===== src/design/hsvrgb_pkg.sv =====
// ----------------------------------------------------------------------------
// hsvrgb_pkg
// Shared constants for the HSV to RGBA8 converter: hue sector codes, the
// alpha byte and the reciprocal used for the divide-by-255 step.
// ----------------------------------------------------------------------------
package hsvrgb_pkg;

    typedef logic [2:0] sector_t;

    localparam sector_t SECTOR_RED_YELLOW    = 3'd0;
    localparam sector_t SECTOR_YELLOW_GREEN  = 3'd1;
    localparam sector_t SECTOR_GREEN_CYAN    = 3'd2;
    localparam sector_t SECTOR_CYAN_BLUE     = 3'd3;
    localparam sector_t SECTOR_BLUE_MAGENTA  = 3'd4;
    localparam sector_t SECTOR_MAGENTA_RED   = 3'd5;

    localparam logic [7:0] ALPHA_OPAQUE = 8'hFF;

    // ceil(2^24 / 255); floor(y * RECIP_255 / 2^24) equals floor(y / 255)
    // for every y below 66052.
    localparam logic [16:0] RECIP_255   = 17'h10102;
    localparam int          RECIP_SHIFT = 24;

endpackage


===== src/design/hsvrgb_div255.sv =====
// ----------------------------------------------------------------------------
// hsvrgb_div255
// Exact floor(y / 255) for a 16-bit dividend, done as one multiplication by
// a fixed-point reciprocal. The quotient always fits in a byte here.
// ----------------------------------------------------------------------------
module hsvrgb_div255
(
    input  logic [15:0] y,
    output logic [7:0]  quo
);

    logic [32:0] prod;

    assign prod = 33'(y) * 33'(hsvrgb_pkg::RECIP_255);
    assign quo  = prod[hsvrgb_pkg::RECIP_SHIFT +: 8];

endmodule


===== src/design/hsv_to_rgba8_converter.sv =====
// ----------------------------------------------------------------------------
// hsv_to_rgba8_converter
// Pipelined HSV to packed RGBA8 color conversion.
// ----------------------------------------------------------------------------
// Usage:
//   A word is taken at a rising edge where start is high and busy is low.
//   busy is held low, so a new word may enter on every clock.
//   hue is an unsigned fraction of a full turn; only its low HUE_BITS bits
//   count. saturation and brightness are bytes where 255 means 1.0.
//   Each result appears on rgba for exactly one cycle with done high,
//   once the word has passed the register stages in order: one stage scales hue by six,
//   then the saturation products, the brightness products, the rounding
//   offset, and finally the divide by 255 and sector select each take one
//   register stage. Throughput is one word per clock.
//   rgba holds red in bits 7:0, green in 15:8, blue in 23:16 and alpha,
//   always 255, in 31:24.
//   Reset clears all valid bits, so no done pulse follows reset until a
//   word is taken. The receiver cannot hold results off, and the pipeline
//   never stalls.
// ----------------------------------------------------------------------------
module hsv_to_rgba8_converter
#(
    parameter int HUE_BITS = 16
)
(
    input  logic        clk,
    input  logic        rst_n,
    input  logic        start,
    output logic        busy,
    input  logic [15:0] hue,
    input  logic [7:0]  saturation,
    input  logic [7:0]  brightness,
    output logic        done,
    output logic [31:0] rgba
);

    localparam int HB = HUE_BITS;
    localparam logic [HB:0]    ONE      = (HB + 1)'(1) << HB;
    localparam logic [HB+7:0]  FULL     = (HB + 8)'(255) << HB;
    localparam logic [HB+15:0] ROUND_Q  = (HB + 16)'(255) << (HB - 1);
    localparam logic [15:0]    ROUND_P  = 16'd127;

    logic accept;
    logic [HB-1:0] hue_w;
    logic [HB+2:0] h6;

    // Valid bits for the five register stages.
    logic [4:0] vld_reg, vld_next;

    // Stage 1: sector and fraction.
    hsvrgb_pkg::sector_t sector1_reg;
    logic [HB-1:0]       f1_reg;
    logic [7:0]          s1_reg, v1_reg;

    // Stage 2: saturation products.
    hsvrgb_pkg::sector_t sector2_reg;
    logic [HB+7:0]       sf2_reg, sg2_reg;
    logic [15:0]         np2_reg;
    logic [7:0]          v2_reg;
    logic [HB:0]         one_minus_f;
    logic [HB+8:0]       sg_full;

    // Stage 3: brightness products.
    hsvrgb_pkg::sector_t sector3_reg;
    logic [HB+15:0]      mq3_reg, mt3_reg;
    logic [15:0]         yp3_reg;
    logic [7:0]          v3_reg;

    // Stage 4: rounded dividends for the divide by 255.
    hsvrgb_pkg::sector_t sector4_reg;
    logic [15:0]         yq4_reg, yt4_reg, yp4_reg;
    logic [7:0]          v4_reg;
    logic [HB+15:0]      sum_q, sum_t;

    // Output stage.
    logic [7:0]  p_byte, q_byte, t_byte;
    logic [7:0]  red, green, blue;
    logic [31:0] rgba_reg, rgba_next;

    assign busy   = 1'b0;
    assign accept = start && !busy;

    assign hue_w = HB'(hue);
    assign h6    = (HB + 3)'(hue_w) * (HB + 3)'(6);

    assign one_minus_f = ONE - (HB + 1)'(f1_reg);
    assign sg_full     = (HB + 9)'(s1_reg) * (HB + 9)'(one_minus_f);

    assign sum_q = mq3_reg + ROUND_Q;
    assign sum_t = mt3_reg + ROUND_Q;

    assign vld_next = {vld_reg[3:0], accept};

    always_ff @(posedge clk or negedge rst_n)
    begin
        if (!rst_n)
        begin
            vld_reg <= '0;
        end
        else
        begin
            vld_reg <= vld_next;
        end
    end

    always_ff @(posedge clk)
    begin
        sector1_reg <= hsvrgb_pkg::sector_t'(h6[HB+2:HB]);
        f1_reg      <= h6[HB-1:0];
        s1_reg      <= saturation;
        v1_reg      <= brightness;

        sector2_reg <= sector1_reg;
        sf2_reg     <= (HB + 8)'(s1_reg) * (HB + 8)'(f1_reg);
        sg2_reg     <= sg_full[HB+7:0];
        np2_reg     <= 16'(v1_reg) * 16'(8'd255 - s1_reg);
        v2_reg      <= v1_reg;

        sector3_reg <= sector2_reg;
        mq3_reg     <= (HB + 16)'(v2_reg) * (HB + 16)'(FULL - sf2_reg);
        mt3_reg     <= (HB + 16)'(v2_reg) * (HB + 16)'(FULL - sg2_reg);
        yp3_reg     <= np2_reg + ROUND_P;
        v3_reg      <= v2_reg;

        sector4_reg <= sector3_reg;
        yq4_reg     <= sum_q[HB+15:HB];
        yt4_reg     <= sum_t[HB+15:HB];
        yp4_reg     <= yp3_reg;
        v4_reg      <= v3_reg;

        rgba_reg    <= rgba_next;
    end

    hsvrgb_div255 u_div_p
    (
        .y   (yp4_reg),
        .quo (p_byte)
    );

    hsvrgb_div255 u_div_q
    (
        .y   (yq4_reg),
        .quo (q_byte)
    );

    hsvrgb_div255 u_div_t
    (
        .y   (yt4_reg),
        .quo (t_byte)
    );

    always_comb
    begin
        unique case (sector4_reg)
            hsvrgb_pkg::SECTOR_RED_YELLOW:
            begin
                red = v4_reg; green = t_byte; blue = p_byte;
            end
            hsvrgb_pkg::SECTOR_YELLOW_GREEN:
            begin
                red = q_byte; green = v4_reg; blue = p_byte;
            end
            hsvrgb_pkg::SECTOR_GREEN_CYAN:
            begin
                red = p_byte; green = v4_reg; blue = t_byte;
            end
            hsvrgb_pkg::SECTOR_CYAN_BLUE:
            begin
                red = p_byte; green = q_byte; blue = v4_reg;
            end
            hsvrgb_pkg::SECTOR_BLUE_MAGENTA:
            begin
                red = t_byte; green = p_byte; blue = v4_reg;
            end
            default:
            begin
                red = v4_reg; green = p_byte; blue = q_byte;
            end
        endcase
        rgba_next = {hsvrgb_pkg::ALPHA_OPAQUE, blue, green, red};
    end

    assign done = vld_reg[4];
    assign rgba = rgba_reg;

endmodule


===== config.mk =====
export PLATFORM = sky130hd
export DESIGN_NAME = hsv_to_rgba8_converter
export DESIGN_NICKNAME = d
export VERILOG_FILES = /design/src/design/hsvrgb_pkg.sv /design/src/design/hsvrgb_div255.sv /design/src/design/hsv_to_rgba8_converter.sv
export SDC_FILE = /design/constraint.sdc
export NUM_CORES = 2
export LEC_CHECK = 0
export BUFFER_PORTS_ARGS = -buffer_cell sky130_fd_sc_hd__buf_2
export CAP_MARGIN = 20
export CORE_MARGIN = 1
export CORE_UTILIZATION = 60
export CTS_CLUSTER_SIZE = 25
export DETAILED_ROUTE_END_ITERATION = 16
export GPL_TIMING_DRIVEN = 0
export PLACE_DENSITY = 0.83
export SLEW_MARGIN = 20
export SYNTH_ARGS = -nofsm -noshare
export SYNTH_HDL_FRONTEND = slang
export SYNTH_SLANG_ARGS = --single-unit

===== constraint.sdc =====
create_clock -name clk -period 8.4 [get_ports clk]
set_clock_uncertainty 0.15 [all_clocks]
set_input_delay 0.84 -clock clk [delete_from_list [all_inputs] [get_ports clk]]
set_output_delay 0.84 -clock clk [all_outputs]
set_load 0.005 [all_outputs]

=== After elaboration in Yosys (flattened, before gate mapping) ===
Index checks and enable logic that the tools add are counted.

* Flip-flop bits (word level): 288
* Input bits: 35
* Output and inout bits: 34
* Logic and storage cells: 49

* Reductions and logical operators: 5
* Multipliers: 9
* Multiplexer cells: 3
* Eq/ne operators: 4
* $add $sub $neg: 7

{| class="wikitable"
|+ Operators with widths
! operator !! count
|-
| multiplier 16 x 16 -> 31 bit (second input constant) || 3
|-
| one-hot mux 8 bit (3 select lines) || 3
|-
| adder 32 x 23 -> 32 bit (second input constant) || 2
|-
| multiplier 9 x 25 -> 32 bit || 2
|-
| subtractor 24 x 24 -> 25 bit (first input constant) || 2
|-
| multiplier 8 x 17 -> 24 bit || 1
|-
| multiplier 8 x 15 -> 23 bit || 1
|-
| multiplier 16 x 2 -> 18 bit (second input constant) || 1
|-
| subtractor 17 x 16 -> 17 bit (first input constant) || 1
|-
| adder 16 x 7 -> 16 bit (second input constant) || 1
|-
| multiplier 9 x 9 -> 16 bit || 1
|-
| subtractor 8 x 8 -> 9 bit (first input constant) || 1
|-
| OR reduction 2 bit || 4
|-
| == test 3 x 2 -> 1 bit (second input constant) || 2
|-
| == test 3 x 1 -> 1 bit (second input constant) || 1
|-
| == test 3 bit (second input constant) || 1
|-
| zero test 3 bit || 1
|}

=== Logic depth before layout (Yosys ltp) ===
* Depth in word-level cells: 3
* Mapped depth: 27
* Mapped depth without buffers: 26

=== Modules after synthesis ===
Synthesis repeated with hierarchy kept, for this count alone.

* Cell total of the unflattened synthesis: 3743
* Area, all modules: 34134.0 um^2

{| class="wikitable"
|+ Modules (own cells, without submodules)
! module !! instances !! seq. area each (um^2) !! area an instance (um^2) !! cells an instance
|-
| hsv_to_rgba8_converter || 1 || 5129.9 || 30245.3 || 3311
|-
| hsvrgb_div255 || 3 || 0.0 || 1296.2 || 144
|}

=== Worst setup path before layout ===
Ideal clock, no wire load.

* Kind: reg2reg
* Start point: register, netlist name sg2_reg[1]
* End point: register mq3_reg[31]
* Setup slack: 1885 ps
* Library setup time: 121 ps
* Cell stages (with the launch flop): 28
* Data required time: 8129 ps
* Arrival time: 6245 ps
* Clock period less this slack: 6515 ps
* Buffers on the path: 1
* Path through: dfxtp_1 clkbuf_1 inv_1 ha_1 nand2b_1 nor4_1 nand2_2 or4_4 nand4_1 xor2_2 nand2_1 fa_1 inv_1 fa_1 fa_1 inv_1 fa_1 inv_1 ha_1 a21o_1 a21o_1 a21oi_1 o21ai_0 or3_1 o21ba_2 a211oi_1 o21bai_1 xnor2_1

{| class="wikitable"
|+ RTL lines
! what !! RTL line !! RTL
|-
| end signal, assigned || hsv_to_rgba8_converter.sv:120 || <nowiki>mq3_reg <= (HB + 16)'(v2_reg) * (HB + 16)'(FULL - sf2_reg);</nowiki>
|-
| end, declared || hsv_to_rgba8_converter.sv:65 || <nowiki>logic [HB+15:0] mq3_reg, mt3_reg;</nowiki>
|}

==> reports/qor.csv <==
metric,value,unit
Max Cap Viol,0,
Setup crit end kind,register,
minimum hold slack,0.1756,ns
max FFs per register,24,
Final Setup Violations,0,
Clock Latency Late Sink,0.58,ns
cell count after synthesis,3601,
placed cells,4415,
DR DRC count,0,
final hold violations,0,
top_reg_cell synth,dfxtp_1,
top-area cell type share of the netlist area,29.21,%
Seq. cell area,0.005130,mm^2
PortBufs,59,
Hold EP,v4_reg[7]$_DFF_P_,
Final period util,89.06,%
gr ovfl total,0,
wire per inst,16.52,um
DP Wirelength,59990,um
Vias,24520,
critical hold path startpoint,v3_reg[7]$_DFF_P_,
Area contributors post-synth,"fa_1 29%, ha_1 17%, dfxtp_1 15%",
worst-margin pin slew,0.9184,ns
final antenna-violating net count,0,
clock period minus worst slack,7.481,ns
Die H,237.9,um
vias in the first global route,25719,
Die X,237.9,um
DIE AREA,0.05658,mm^2
"slowest stage delay, CP",0.53,ns
WS Path Type,reg2reg,
# resized after CTS,0,
reg2reg end,mq3_reg[31]$_DFF_P_,
number of DRC markers in iteration 0,1637,
Initial Utilization,60.71,%
Yosys Warn Count,0,
clock tree root driver cell,clkbuf_16,
vias per cell,5.490,
first-pass GRT wire length,124100,um
Reg2Reg Depth,27,
FF-to-FF Start,sg2_reg[1]$_DFF_P_,
Layout Cells excl Fill,4466,
Hold WC Path Type,reg2reg,
Startpoint Class,register,
share of synthesized registers carrying an async set or reset,1.961,%
# diodes,0,
Syn Area/Cell,9.270,um^2
CTS buffer count,28,
CTS H-tree lvls,1,
Buffers & Inverters on Critical Path,5,
Synth Register Bits,255,
initial antenna violation count,0,
row cnt,86,
number of fill cells in the layout,4297,
worst-path maximum fanout,10,
Slew HR,38.33,%
GRT Util Overall,27.14,%
status,"complete, no violations",
Final nets,4672,
largest area contributor in the netlist,fa_1,
number of top-level pins,69,
Core Area,0.05499,mm^2
first-pass detailed-route iteration total,7,
CP Data Required Time,8.70,ns
CTS Buffer Depth,3,
fin. max-slew vios,0,
CP arrival,7.78,ns
setup TNS,0,ns
multi-input logic area,0.02545,mm^2
final wirelength,73760,um
post-synthesis cell area,0.03338,mm^2
register clock-pin slew on the reported worst setup and hold paths,0.07,ns
Syn-to-layout area delta,6.773,%
layout cell share with drive strength beyond 1,4.330,%
Hold Crit Depth,0,
largest net degree at the start of global routing,15,
"Core Util, Final",64.82,%
Sink Count,255,
CTS tree,done,
register area share after synthesis,15.37,%
GPL Wtd Cong,0.9302,
Fmax,133.7,MHz
number of synthesized flops with an enable pin,0,
unrepaired setup endpoints after global routing,false,
critical path's slowest cell,fa_1,
Yosys cell types,92,
r2r setup slk,0.92,ns
"Largest delay share family, worst path",adder cells,
==> cells by family after synthesis <==
kind of cell	count (synthesis)	synth area share [%]
flip-flops	255	15.37
AO/OA/AOI/OAI	316	6.308
other	2	0.02250
adder cells (fa/ha/maj)	939	46.15
multiplexers	16	0.4910
buffers and inverters	742	8.463
AND/OR/NAND/NOR	1121	17.42
XOR/XNOR	210	5.780
==> Yosys cell counts, drive strengths merged, types with 17 or more instances <==
cell type	instances
inv	627
fa	487
ha	452
nand2	379
and2	338
dfxtp	250
xnor2	137
nor2	106
clkbuf	96
a21oi	83
xor2	73
o21ai	62
nor2b	52
nor3	51
nand2b	45
nand3	41
a21o	35
and3	32
a31oi	21
buf	18
nand4	18
o21a	17
==> how the worst max path moves through the flow <==
stage,startpoint,end,slack (ns),depth (start not counted)
2_1_floorplan,sg2_reg[1]$_DFF_P_,mq3_reg[31]$_DFF_P_,1.88,27
3_3_place_gp,sg2_reg[1]$_DFF_P_,mq3_reg[31]$_DFF_P_,1.15,27
3_5_place_dp,sg2_reg[1]$_DFF_P_,mq3_reg[31]$_DFF_P_,1.08,27
4_1_cts,sg2_reg[1]$_DFF_P_,mq3_reg[31]$_DFF_P_,1.02,27
5_1_grt,sg2_reg[1]$_DFF_P_,mq3_reg[31]$_DFF_P_,0.58,27
6_report,sg2_reg[1]$_DFF_P_,mq3_reg[31]$_DFF_P_,0.92,27
==> area by class of cell <==
class / count / share of cell area (%)
sequential: 255 / 14.39
inverter: 628 / 6.614
clock inverter: 18 / 0.6951
multi-input combinational: 2611 / 71.41
timing repair buffer: 60 / 0.8565
buffer: 114 / 1.313
clock buffer: 32 / 2.092
tap: 748 / 2.626
==> cell usage in the layout (no fill, tap or decap), types with 51 or more instances in the layout <==
cell type,instances
nor2b_1,51
clkbuf_1,97
nor2_1,104
and2_1,338
xnor2_1,136
fa_1,487
o21ai_0,53
buf_2,64
inv_1,624
a21oi_1,83
dfxtp_1,250
xor2_1,65
nand2_1,375
ha_1,452
==> worst register-to-register path: cells and delay by family, from the launching register on <==
| kind | cells | cell delay [ns] |
|---|---|---|
| AOI/OAI and AO/OA | 7 | 1.37 |
| buffers and inverters | 5 | 0.55 |
| xor gates and xnor gates | 2 | 0.51 |
| DFF | 1 | 0.34 |
| adders and majority gates | 6 | 2.66 |
| and+or+nand+nor | 7 | 1.78 |
==> stage by stage <==
step	setup WS, ns	cell area (um^2)
after CTS	1.016	35640
after floorplan	1.885	33410
after detailed placement	1.083	34640
after global placement	1.145	34640
after global routing	0.5841	35640
final	0.9191	35640
==> what timing repair did <==
| action | in CTS | in global routing |
|---|---|---|
| hold endpoints to repair | 5 | 0 |
| hold buffers | 1 | 0 |
| setup buffers | 0 | 0 |
==> metal layers <==
layer  vias to the layer above  global-route usage (%)  wire length, um
li1                      11513                       -                -
met1                     11994                   34.46            30480
met2                       815                   47.01            35650
met3                       198                   3.968             4794
met4                         0                   9.853             2836
met5                         -                       0                0
Power is left out: the tool's default activity adds up to more than one toggle a clock period on the data nets, which glitch-free logic cannot reach.
